**src/hw/rtl/dpm_pkg.sv**
```systemverilog
// Shared types and constants of the decimating power meter.
package dpm_pkg;

    localparam int NORM_W     = 64;
    localparam int MANT_W     = 32;
    localparam int FRAC_BITS  = 20;
    localparam int LOG_INT_W  = 6;
    localparam int LOG_W      = LOG_INT_W + FRAC_BITS;
    localparam int NORM_STEPS = 6;
    localparam int STEP_W     = 5;
    localparam int DIFF_W     = 28;
    localparam int K_W        = 24;
    localparam int PROD_W     = DIFF_W + K_W;
    localparam int RND_SHIFT  = 2 * FRAC_BITS - 8;
    localparam int Q_W        = PROD_W - RND_SHIFT;
    localparam int DB_W       = 16;
    localparam int JOBQ_DEPTH = 2;

    // 10*log10(2) in Q.20
    localparam logic signed [K_W-1:0] TEN_LOG10_2_Q20 = K_W'(3156528);
    localparam logic signed [DB_W-1:0] DB_MIN = 16'sh8000;
    localparam logic signed [DB_W-1:0] DB_MAX = 16'sh7FFF;

    typedef enum logic [1:0] {
        LG_IDLE,
        LG_NORM,
        LG_SQUARE
    } t_log_state;

    typedef enum logic [2:0] {
        BK_IDLE,
        BK_SUM_GO,
        BK_SUM_WAIT,
        BK_CNT_GO,
        BK_CNT_WAIT,
        BK_MUL,
        BK_OUT
    } t_back_state;

    // accumulator width: full range of a block, capped at the 64-bit saturation point
    function automatic int sum_width(input int sw, input int cw);
        int w;
        w = 2 * sw - 1 + cw;
        return (w > NORM_W) ? NORM_W : w;
    endfunction

endpackage

```
**src/hw/rtl/dpm_front.sv**
```systemverilog
// Front end: squares samples, accumulates power and closes blocks into jobs.
module dpm_front
    import dpm_pkg::*;
#(
    parameter int SAMPLE_WIDTH = 16,
    parameter int COUNT_WIDTH  = 16
) (
    input  logic                           i_clk,
    input  logic                           i_rst_n,
    input  logic                           i_cfg_we,
    input  logic [COUNT_WIDTH-1:0]         i_cfg_data,
    input  logic                           i_push,
    output logic                           o_full,
    input  logic signed [SAMPLE_WIDTH-1:0] i_sample_i,
    input  logic signed [SAMPLE_WIDTH-1:0] i_sample_q,
    output logic                           o_job_push,
    output logic [sum_width(SAMPLE_WIDTH, COUNT_WIDTH)-1:0] o_job_sum,
    output logic [COUNT_WIDTH-1:0]         o_job_cnt,
    input  logic                           i_job_full
);

    localparam int E_W   = 2 * SAMPLE_WIDTH;
    localparam int SUM_W = sum_width(SAMPLE_WIDTH, COUNT_WIDTH);

    logic signed [E_W-1:0]   sq_i;
    logic signed [E_W-1:0]   sq_q;
    logic [E_W-1:0]          n_e;
    logic [E_W-1:0]          r_e;
    logic                    r_e_valid;
    logic [SUM_W-1:0]        r_sum;
    logic [COUNT_WIDTH-1:0]  r_seen;
    logic [COUNT_WIDTH-1:0]  r_spr;
    logic [SUM_W:0]          sum_ext;
    logic [SUM_W-1:0]        sum_sat;
    logic [COUNT_WIDTH:0]    n_cnt;
    logic                    close;
    logic                    adv;
    logic                    take;

    assign sq_i = E_W'(i_sample_i) * E_W'(i_sample_i);
    assign sq_q = E_W'(i_sample_q) * E_W'(i_sample_q);
    assign n_e  = $unsigned(sq_i) + $unsigned(sq_q);

    assign sum_ext = {1'b0, r_sum} + (SUM_W + 1)'(r_e);
    assign sum_sat = sum_ext[SUM_W] ? {SUM_W{1'b1}} : sum_ext[SUM_W-1:0];
    assign n_cnt   = {1'b0, r_seen} + (COUNT_WIDTH + 1)'(1);
    assign close   = n_cnt >= {1'b0, r_spr};

    assign adv    = r_e_valid && (!close || !i_job_full);
    assign o_full = r_e_valid && !adv;
    assign take   = i_push && !o_full;

    assign o_job_push = adv && close;
    assign o_job_sum  = sum_sat;
    assign o_job_cnt  = n_cnt[COUNT_WIDTH-1:0];

    always_ff @(posedge i_clk) begin
        if (!i_rst_n) begin
            r_e_valid <= 1'b0;
            r_sum     <= '0;
            r_seen    <= '0;
            r_spr     <= COUNT_WIDTH'(1024);
        end else begin
            if (i_cfg_we) begin
                r_spr <= i_cfg_data;
            end
            if (take) begin
                r_e_valid <= 1'b1;
            end else if (adv) begin
                r_e_valid <= 1'b0;
            end
            if (adv) begin
                if (close) begin
                    r_sum  <= '0;
                    r_seen <= '0;
                end else begin
                    r_sum  <= sum_sat;
                    r_seen <= n_cnt[COUNT_WIDTH-1:0];
                end
            end
        end
    end

    always_ff @(posedge i_clk) begin
        if (take) begin
            r_e <= n_e;
        end
    end

endmodule

```
**src/hw/rtl/dpm_jobq.sv**
```systemverilog
// Short queue of closed blocks between the front end and the back end.
module dpm_jobq
    import dpm_pkg::*;
#(
    parameter int WIDTH = 63
) (
    input  logic             i_clk,
    input  logic             i_rst_n,
    input  logic             i_push,
    input  logic [WIDTH-1:0] i_data,
    output logic             o_full,
    input  logic             i_pop,
    output logic [WIDTH-1:0] o_data,
    output logic             o_empty
);

    localparam int PTR_W = $clog2(JOBQ_DEPTH);
    localparam int CNT_W = $clog2(JOBQ_DEPTH + 1);

    logic [WIDTH-1:0] r_mem [JOBQ_DEPTH];
    logic [PTR_W-1:0] r_wp;
    logic [PTR_W-1:0] r_rp;
    logic [CNT_W-1:0] r_cnt;
    logic             wr;
    logic             rd;

    assign o_full  = r_cnt == CNT_W'(JOBQ_DEPTH);
    assign o_empty = r_cnt == '0;
    assign o_data  = r_mem[r_rp];
    assign wr      = i_push && !o_full;
    assign rd      = i_pop && !o_empty;

    always_ff @(posedge i_clk) begin
        if (!i_rst_n) begin
            r_wp  <= '0;
            r_rp  <= '0;
            r_cnt <= '0;
        end else begin
            if (wr) begin
                r_wp <= r_wp + PTR_W'(1);
            end
            if (rd) begin
                r_rp <= r_rp + PTR_W'(1);
            end
            if (wr && !rd) begin
                r_cnt <= r_cnt + CNT_W'(1);
            end else if (rd && !wr) begin
                r_cnt <= r_cnt - CNT_W'(1);
            end
        end
    end

    always_ff @(posedge i_clk) begin
        if (wr) begin
            r_mem[r_wp] <= i_data;
        end
    end

endmodule

```
**src/hw/rtl/dpm_log2.sv**
```systemverilog
// Iterative log2 unit: normalize by halving shifts, then fraction bits by squaring.
module dpm_log2
    import dpm_pkg::*;
(
    input  logic              i_clk,
    input  logic              i_rst_n,
    input  logic              i_start,
    input  logic [NORM_W-1:0] i_x,
    output logic              o_done,
    output logic [LOG_W-1:0]  o_log
);

    localparam int AMT_W = $clog2(NORM_W) + 1;

    t_log_state              r_state;
    t_log_state              n_state;
    logic [NORM_W-1:0]       r_x;
    logic [LOG_INT_W-1:0]    r_p;
    logic [FRAC_BITS-1:0]    r_frac;
    logic [STEP_W-1:0]       r_step;
    logic                    r_done;
    logic [AMT_W-1:0]        amt;
    logic                    hi_zero;
    logic [2*MANT_W-1:0]     sq;
    logic [MANT_W:0]         sq_t;
    logic [MANT_W-1:0]       n_m;
    logic                    load;
    logic                    norm_en;
    logic                    sq_en;
    logic                    norm_last;
    logic                    sq_last;

    assign amt     = AMT_W'(NORM_W / 2) >> r_step[2:0];
    assign hi_zero = (r_x >> (AMT_W'(NORM_W) - amt)) == '0;
    assign sq      = r_x[NORM_W-1 -: MANT_W] * r_x[NORM_W-1 -: MANT_W];
    assign sq_t    = sq[2*MANT_W-1:MANT_W-1];
    assign n_m     = sq_t[MANT_W] ? sq_t[MANT_W:1] : sq_t[MANT_W-1:0];

    assign norm_last = r_step == STEP_W'(NORM_STEPS - 1);
    assign sq_last   = r_step == STEP_W'(FRAC_BITS - 1);

    always_comb begin
        n_state = r_state;
        unique case (r_state)
            LG_IDLE:   if (i_start) n_state = LG_NORM;
            LG_NORM:   if (norm_last) n_state = LG_SQUARE;
            LG_SQUARE: if (sq_last) n_state = LG_IDLE;
            default:   n_state = LG_IDLE;
        endcase
    end

    always_comb begin
        load    = (r_state == LG_IDLE) && i_start;
        norm_en = r_state == LG_NORM;
        sq_en   = r_state == LG_SQUARE;
    end

    assign o_done = r_done;
    assign o_log  = {r_p, r_frac};

    always_ff @(posedge i_clk) begin
        if (!i_rst_n) begin
            r_state <= LG_IDLE;
            r_done  <= 1'b0;
        end else begin
            r_state <= n_state;
            r_done  <= sq_en && sq_last;
        end
    end

    always_ff @(posedge i_clk) begin
        if (load) begin
            r_x    <= i_x;
            r_p    <= LOG_INT_W'(NORM_W - 1);
            r_frac <= '0;
            r_step <= '0;
        end else if (norm_en) begin
            if (hi_zero) begin
                r_x <= r_x << amt;
                r_p <= r_p - amt[LOG_INT_W-1:0];
            end
            r_step <= norm_last ? '0 : r_step + STEP_W'(1);
        end else if (sq_en) begin
            r_x    <= {n_m, {(NORM_W - MANT_W){1'b0}}};
            r_frac <= {r_frac[FRAC_BITS-2:0], sq_t[MANT_W]};
            r_step <= r_step + STEP_W'(1);
        end
    end

endmodule

```
**src/hw/rtl/dpm_back.sv**
```systemverilog
// Back end: log2 of nonzero sum and count, scale to dB, round, clamp, hold result.
module dpm_back
    import dpm_pkg::*;
#(
    parameter int SAMPLE_WIDTH = 16,
    parameter int COUNT_WIDTH  = 16
) (
    input  logic                   i_clk,
    input  logic                   i_rst_n,
    input  logic                   i_job_empty,
    input  logic [sum_width(SAMPLE_WIDTH, COUNT_WIDTH)-1:0] i_job_sum,
    input  logic [COUNT_WIDTH-1:0] i_job_cnt,
    output logic                   o_job_pop,
    output logic                   o_log_start,
    output logic [NORM_W-1:0]      o_log_x,
    input  logic                   i_log_done,
    input  logic [LOG_W-1:0]       i_log_val,
    output logic                   o_empty,
    input  logic                   i_pop,
    output logic signed [DB_W-1:0] o_power_db
);

    localparam int SUM_W = sum_width(SAMPLE_WIDTH, COUNT_WIDTH);
    localparam logic signed [DIFF_W-1:0] FS_OFFSET =
        DIFF_W'((2 * (SAMPLE_WIDTH - 1)) * (2 ** FRAC_BITS));

    t_back_state               r_state;
    t_back_state               n_state;
    logic [SUM_W-1:0]          r_sum;
    logic [COUNT_WIDTH-1:0]    r_cnt;
    logic                      r_zero;
    logic [LOG_W-1:0]          r_lsum;
    logic signed [DIFF_W-1:0]  r_diff;
    logic signed [DIFF_W-1:0]  n_diff;
    logic signed [PROD_W-1:0]  r_prod;
    logic signed [DB_W-1:0]    r_out;
    logic                      r_out_valid;
    logic                      out_free;
    logic                      out_load;
    logic                      neg;
    logic [PROD_W-1:0]         mag;
    logic [PROD_W-1:0]         rsum;
    logic [Q_W-1:0]            q;
    logic signed [DB_W-1:0]    db;

    assign out_free = !r_out_valid || i_pop;

    always_comb begin
        n_state = r_state;
        unique case (r_state)
            BK_IDLE: begin
                if (!i_job_empty) n_state = (i_job_sum == '0) ? BK_OUT : BK_SUM_GO;
            end
            BK_SUM_GO:   n_state = BK_SUM_WAIT;
            BK_SUM_WAIT: if (i_log_done) n_state = BK_CNT_GO;
            BK_CNT_GO:   n_state = BK_CNT_WAIT;
            BK_CNT_WAIT: if (i_log_done) n_state = BK_MUL;
            BK_MUL:      n_state = BK_OUT;
            BK_OUT:      if (out_free) n_state = BK_IDLE;
            default:     n_state = BK_IDLE;
        endcase
    end

    always_comb begin
        o_job_pop   = (r_state == BK_IDLE) && !i_job_empty;
        o_log_start = (r_state == BK_SUM_GO) || (r_state == BK_CNT_GO);
        o_log_x     = (r_state == BK_CNT_GO) ? NORM_W'(r_cnt) : NORM_W'(r_sum);
        out_load    = (r_state == BK_OUT) && out_free;
    end

    assign n_diff = $signed({{(DIFF_W - LOG_W){1'b0}}, r_lsum})
                  - $signed({{(DIFF_W - LOG_W){1'b0}}, i_log_val}) - FS_OFFSET;

    // round half away from zero to Q8.8, then clamp
    assign neg  = r_prod[PROD_W-1];
    assign mag  = neg ? $unsigned(-r_prod) : $unsigned(r_prod);
    assign rsum = mag + (PROD_W'(1) << (RND_SHIFT - 1));
    assign q    = rsum[PROD_W-1:RND_SHIFT];

    always_comb begin
        if (r_zero) begin
            db = DB_MIN;
        end else if (neg) begin
            db = (q > Q_W'(32768)) ? DB_MIN : $signed(DB_W'(-q));
        end else begin
            db = (q > Q_W'(32767)) ? DB_MAX : $signed(q[DB_W-1:0]);
        end
    end

    assign o_empty    = !r_out_valid;
    assign o_power_db = r_out;

    always_ff @(posedge i_clk) begin
        if (!i_rst_n) begin
            r_state     <= BK_IDLE;
            r_out_valid <= 1'b0;
        end else begin
            r_state <= n_state;
            if (out_load) begin
                r_out_valid <= 1'b1;
            end else if (i_pop) begin
                r_out_valid <= 1'b0;
            end
        end
    end

    always_ff @(posedge i_clk) begin
        if (o_job_pop) begin
            r_sum  <= i_job_sum;
            r_cnt  <= i_job_cnt;
            r_zero <= i_job_sum == '0;
        end
        if ((r_state == BK_SUM_WAIT) && i_log_done) begin
            r_lsum <= i_log_val;
        end
        if ((r_state == BK_CNT_WAIT) && i_log_done) begin
            r_diff <= n_diff;
        end
        if (r_state == BK_MUL) begin
            r_prod <= PROD_W'(r_diff) * PROD_W'(TEN_LOG10_2_Q20);
        end
        if (out_load) begin
            r_out <= db;
        end
    end

endmodule

```
**src/hw/rtl/decimating_power_meter_db.sv**
```systemverilog
// Top level of the decimating power meter: block mean power of I/Q samples in dBFS.
//
// Input queue side: present i_sample_i/i_sample_q with push; a transfer happens
// on a clock edge with push high and full low. Samples are taken one per cycle while full stays low.
// Each sample adds I*I+Q*Q to the open block; the sample that brings the count
// to i_cfg_data's stored value (0 acts as 1) closes the block.
// Result queue side: o_power_db is valid while empty is low (signed Q8.8 dBFS,
// minimum code for a zero-power block); a transfer happens when pop is high.
// A closed block's result passes through the job queue, the shared log2 unit (6
// normalize steps plus 20 squaring steps, once for the sum and once for the
// count) and one scaling multiply before empty falls; a zero-power block
// skips the log2 unit and the multiply.
// Throughput: one sample per cycle while blocks are long; the back end works
// on one block at a time, so with short blocks the two-entry job queue
// fills and full throttles input to the back end's pace.
// A stalled receiver holds the result register; the back end then waits, the
// job queue fills, and finally full rises.
// Reset clears the accumulator, sample count, queues and result valid flag and
// loads a block length of 1024. Write i_cfg_we/i_cfg_data only while idle.
module decimating_power_meter_db
    import dpm_pkg::*;
#(
    parameter int SAMPLE_WIDTH = 16,
    parameter int COUNT_WIDTH  = 16
) (
    input  logic                           i_clk,
    input  logic                           i_rst_n,
    input  logic                           i_cfg_we,
    input  logic [COUNT_WIDTH-1:0]         i_cfg_data,
    input  logic                           push,
    output logic                           full,
    input  logic signed [SAMPLE_WIDTH-1:0] i_sample_i,
    input  logic signed [SAMPLE_WIDTH-1:0] i_sample_q,
    output logic                           empty,
    input  logic                           pop,
    output logic signed [DB_W-1:0]         o_power_db
);

    localparam int SUM_W = sum_width(SAMPLE_WIDTH, COUNT_WIDTH);
    localparam int JOB_W = SUM_W + COUNT_WIDTH;

    logic                   job_push;
    logic [SUM_W-1:0]       job_sum_in;
    logic [COUNT_WIDTH-1:0] job_cnt_in;
    logic                   job_full;
    logic                   job_pop;
    logic                   job_empty;
    logic [JOB_W-1:0]       job_data;
    logic                   log_start;
    logic [NORM_W-1:0]      log_x;
    logic                   log_done;
    logic [LOG_W-1:0]       log_val;

    dpm_front #(
        .SAMPLE_WIDTH (SAMPLE_WIDTH),
        .COUNT_WIDTH  (COUNT_WIDTH)
    ) u_front (
        .i_clk      (i_clk),
        .i_rst_n    (i_rst_n),
        .i_cfg_we   (i_cfg_we),
        .i_cfg_data (i_cfg_data),
        .i_push     (push),
        .o_full     (full),
        .i_sample_i (i_sample_i),
        .i_sample_q (i_sample_q),
        .o_job_push (job_push),
        .o_job_sum  (job_sum_in),
        .o_job_cnt  (job_cnt_in),
        .i_job_full (job_full)
    );

    dpm_jobq #(
        .WIDTH (JOB_W)
    ) u_jobq (
        .i_clk   (i_clk),
        .i_rst_n (i_rst_n),
        .i_push  (job_push),
        .i_data  ({job_sum_in, job_cnt_in}),
        .o_full  (job_full),
        .i_pop   (job_pop),
        .o_data  (job_data),
        .o_empty (job_empty)
    );

    dpm_log2 u_log2 (
        .i_clk   (i_clk),
        .i_rst_n (i_rst_n),
        .i_start (log_start),
        .i_x     (log_x),
        .o_done  (log_done),
        .o_log   (log_val)
    );

    dpm_back #(
        .SAMPLE_WIDTH (SAMPLE_WIDTH),
        .COUNT_WIDTH  (COUNT_WIDTH)
    ) u_back (
        .i_clk       (i_clk),
        .i_rst_n     (i_rst_n),
        .i_job_empty (job_empty),
        .i_job_sum   (job_data[JOB_W-1:COUNT_WIDTH]),
        .i_job_cnt   (job_data[COUNT_WIDTH-1:0]),
        .o_job_pop   (job_pop),
        .o_log_start (log_start),
        .o_log_x     (log_x),
        .i_log_done  (log_done),
        .i_log_val   (log_val),
        .o_empty     (empty),
        .i_pop       (pop),
        .o_power_db  (o_power_db)
    );

    // a closed block is never dropped at the job queue
    a_job_no_overflow: assert property (@(posedge i_clk) disable iff (!i_rst_n)
        job_push |-> !job_full)
        else $error("job pushed into a full queue");

    a_job_no_underflow: assert property (@(posedge i_clk) disable iff (!i_rst_n)
        job_pop |-> !job_empty)
        else $error("job popped from an empty queue");

    // the log unit start is never asserted back to back
    a_log_start_spacing: assert property (@(posedge i_clk) disable iff (!i_rst_n)
        log_start |=> !log_start)
        else $error("log unit restarted back to back");

    a_reset_empty: assert property (@(posedge i_clk)
        !i_rst_n |=> empty)
        else $error("result pending right after reset");

endmodule

```
**config.mk**
```make
export PLATFORM = sky130hd
export DESIGN_NAME = decimating_power_meter_db
export DESIGN_NICKNAME = d
export VERILOG_FILES = /design/src/hw/rtl/dpm_pkg.sv /design/src/hw/rtl/dpm_front.sv /design/src/hw/rtl/dpm_jobq.sv /design/src/hw/rtl/dpm_log2.sv /design/src/hw/rtl/dpm_back.sv /design/src/hw/rtl/decimating_power_meter_db.sv
export SDC_FILE = /design/constraint.sdc
export NUM_CORES = 2
export LEC_CHECK = 0
export BUFFER_PORTS_ARGS = -buffer_cell sky130_fd_sc_hd__buf_2
export CELL_PAD_IN_SITES_DETAIL_PLACEMENT = 0
export CELL_PAD_IN_SITES_GLOBAL_PLACEMENT = 1
export CORE_MARGIN = 1
export CORE_UTILIZATION = 40
export CTS_CLUSTER_DIAMETER = 60
export DETAILED_ROUTE_END_ITERATION = 8
export GPL_TIMING_DRIVEN = 0
export PLACE_DENSITY = 0.71
export SKIP_LAST_GASP = 1
export SLEW_MARGIN = 10
export SYNTH_ARGS = -nofsm -noshare
export SYNTH_HDL_FRONTEND = slang
export SYNTH_SLANG_ARGS = --single-unit
```
**constraint.sdc**
```tcl
create_clock -name i_clk -period 18.18 [get_ports i_clk]
set_input_delay 3.636 -clock i_clk [delete_from_list [all_inputs] [get_ports i_clk]]
set_output_delay 3.636 -clock i_clk [all_outputs]
set_load 0.1 [all_outputs]
```
==> out/qor.csv <==
metric,value,unit
Mapped Nets,10676,
post-route ant nets,0,
Slew Limit Fails,0,
Worst slew margin,0.0691,
Final HPWL DP,205000,um
wire length per cell,21.5,um
antenna violations before repair,22,
Max Freq,84.5,MHz
"area leader, netlist",fa_1,
cells after synthesis,8433,
I/O pins,71,
"Seq/Total Area, Yosys",0.176,
I/O Buffers,68,
Top Usage Layer GRT,met2,
Hold Path End,u_back.r_lsum[20]$_DFFE_PP_,
Core Area,0.205,mm^2
fillers,19860,
hold depth,0,
first-pass GRT wire length,375000,um
critical path's largest stage delay,1.08,ns
Via density,5.17,
CTS Hold Buffers Added,0,
pin count of the biggest net entering global routing,46,
DRT Pass-1 Iters,6,
fin crit period,11.83,ns
post_cts resized,0,
Main synth FF type,edfxtp_1,
Die ar.,0.208,mm^2
clk sink count,526,
GR Util met1,0.310,
post-synth top area share,0.351,
timing startpoint of the critical path,u_log2.r_x[57]$_SDFFCE_PP0P_,
GR Util met2,0.402,
Core Rows,166,
Syn-to-layout area delta,7.65,%
All-Layer GR Usage,0.235,
final std cells w/o fill,11333,
Die X-Extent,457,um
worst min path class,flop to flop,
crit end category,flop,
"Async S/R FF share, synth",0,
CTS Buf Count,67,
Worst Path Arrival,12.20,ns
gpl congestion,0.962,
library cells used by synthesis,92,
Post-synth EDFFs,403,
Finish-stage setup viols,0,
die height,457,um
placed cells,11209,
#FFs+latches synth,526,
GRT met3 Usage,0.0235,
drt drc,0,
Final Hold Fails,0,
r2r setup slk,6.35,ns
Initial Utilization,0.403,
layout cell share with drive strength beyond 1,0.0418,
Setup CP Type,flop to flop,
worst reg2reg endpoint,u_log2.r_x[42]$_DFFE_PP_,
min-delay src,u_log2.r_p[0]$_SDFFE_PP1P_,
startpoint types,flop,
ANT cells,0,
final clock skew,0.0360,ns
worst-path fanout max,10,
clock-pin slew on the worst setup and hold paths,0.06,ns
maximum clock path buffer count,3,
worst endpoint required time,18.55,ns
total grt overflow,0,
setup TNS,0,ns
R2R cell count,29,
r2r startpoint,u_log2.r_x[57]$_SDFFCE_PP0P_,
Post CTS Setup Buffer Count,0,
depth of the CTS H-tree,3,
1st-iter DRT viols,3879,
Clock Latency Late Sink,0.64,ns
unrepaired setup endpoints after global routing,false,
Total Nets Final,10834,
Area contributors post-synth,"fa_1 (35%), edfxtp_1 (15%), ha_1 (11%)",
Yosys Warn Count,0,
max-cap viol count,0,
slowest CP cell,clkbuf_1,
Vias,58643,
CTS tree,built,
Syn Area/Cell,9.80,um^2
Syn Std Cell Area,0.0826,mm^2
root buf cell,clkbuf_16,
status,"finished, final reports clean",
Most Frequent Cell on Critical Path,fa_1,
number of global-route vias before repair,63069,
Tightest Pin Transition,1.40,ns
Detailed Route WL,243000,um
period utilization,0.651,
## cells in the mapped netlist, types with 16 or more instances
master and count:
a211oi_1 57, a21boi_0 16, a21o_1 103, a21oi_1 278, a22o_1 25, a22oi_1 23, a31oi_1 31, and2_1 311
and3_1 67, buf_1 32, clkbuf_1 267, dfxtp_1 123, edfxtp_1 403, fa_1 1450, ha_1 740, inv_1 2036
mux2_2 69, mux2i_1 246, nand2_1 669, nand2b_1 48, nand3_1 75, nand4_1 26, nor2_1 333, nor2b_1 38
nor3_1 78, nor4_1 28, o211ai_1 22, o21a_1 31, o21ai_0 192, o21bai_1 24, o221ai_1 19, or2_2 25
xnor2_1 184, xor2_1 102
## logic make-up after synthesis
group,Yosys count,share of synthesized area
adders and majority gates,2191,0.463
DFF,526,0.176
and+or+nand+nor,1774,0.103
AOI/OAI and AO/OA,970,0.0775
buffers and inverters,2361,0.108
xor gates and xnor gates,287,0.0305
muxes,324,0.0414
## flip-flops by register name, indices dropped and copies added (netlist names), 5 cells and up, named ones only
| signal | cells |
|---|---|
| u_back.o_power_db | 16 |
| u_log2.r_frac | 20 |
| u_log2.r_x | 64 |
| u_log2.r_step | 5 |
| u_back.r_diff | 28 |
| u_back.r_prod | 47 |
| u_front.r_spr | 16 |
| u_front.r_e | 32 |
| u_front.r_seen | 16 |
| u_back.r_lsum | 26 |
| u_log2.r_p | 6 |
| u_back.r_sum | 47 |
| u_front.r_sum | 47 |
| u_back.r_cnt | 16 |
| u_jobq.r_mem | 126 |
## worst max-delay path, delay by kind of cell (launching register included)
family	cells	cell delay, ns
flip-flops	1	0.45
buffers and inverters	7	2.89
multiplexers	1	0.34
adder cells (fa/ha/maj)	9	4.39
AO/OA/AOI/OAI	6	1.96
AND/OR/NAND/NOR	5	1.05
XOR/XNOR	1	0.46
## routing by layer
layer  wire length, um  part of all wire
met2            117000              0.48
met5               148           0.00061
met4              9580             0.039
met1            104000              0.43
met3             12600             0.052
## placed cells by master (no fill, tap or decap), types with 76 or more instances in the layout
cell / count
a21o_1: 103
a21oi_1: 278
and2_1: 310
buf_2: 76
clkbuf_1: 279
dfxtp_1: 123
edfxtp_1: 403
fa_1: 1450
ha_1: 740
inv_1: 2035
mux2i_1: 246
nand2_1: 669
nor2_1: 333
o21ai_0: 192
xnor2_1: 184
xor2_1: 102
## layout make-up
cell class | count | area [um^2] | area share
buffer | 313 | 1220 | 0.0137
clock buffer | 86 | 1810 | 0.0203
clock inverter | 37 | 469 | 0.00527
inverter | 2048 | 7690 | 0.0864
multi-input combinational | 5546 | 59200 | 0.666
sequential | 526 | 14600 | 0.164
tap | 2688 | 3360 | 0.0378
timing repair buffer | 89 | 626 | 0.00703
## metrics by stage
step	instance area (um^2)	hold slack (ns)	utilization	setup WS, ns
global placement	86300	0.426	0.421	5.97
CTS	88900	0.437	0.434	6.54
finish	89000	0.435	0.434	6.35
detailed placement	86700	0.424	0.423	5.90
global route	89000	0.438	0.434	6.11
floorplan	82600	0.408	-	7.81
## worst max-delay path by stage
stage,to
after floorplan,u_front.r_e[31]$_DFFE_PP_
after global placement,u_front.r_e[31]$_DFFE_PP_
after detailed placement,u_front.r_e[31]$_DFFE_PP_
after CTS,u_log2.r_x[42]$_DFFE_PP_
after global routing,u_front.r_e[31]$_DFFE_PP_
final,u_log2.r_x[42]$_DFFE_PP_
Power is left out: the tool's default activity adds up to more than one toggle a clock period on the data nets, which glitch-free logic cannot reach.
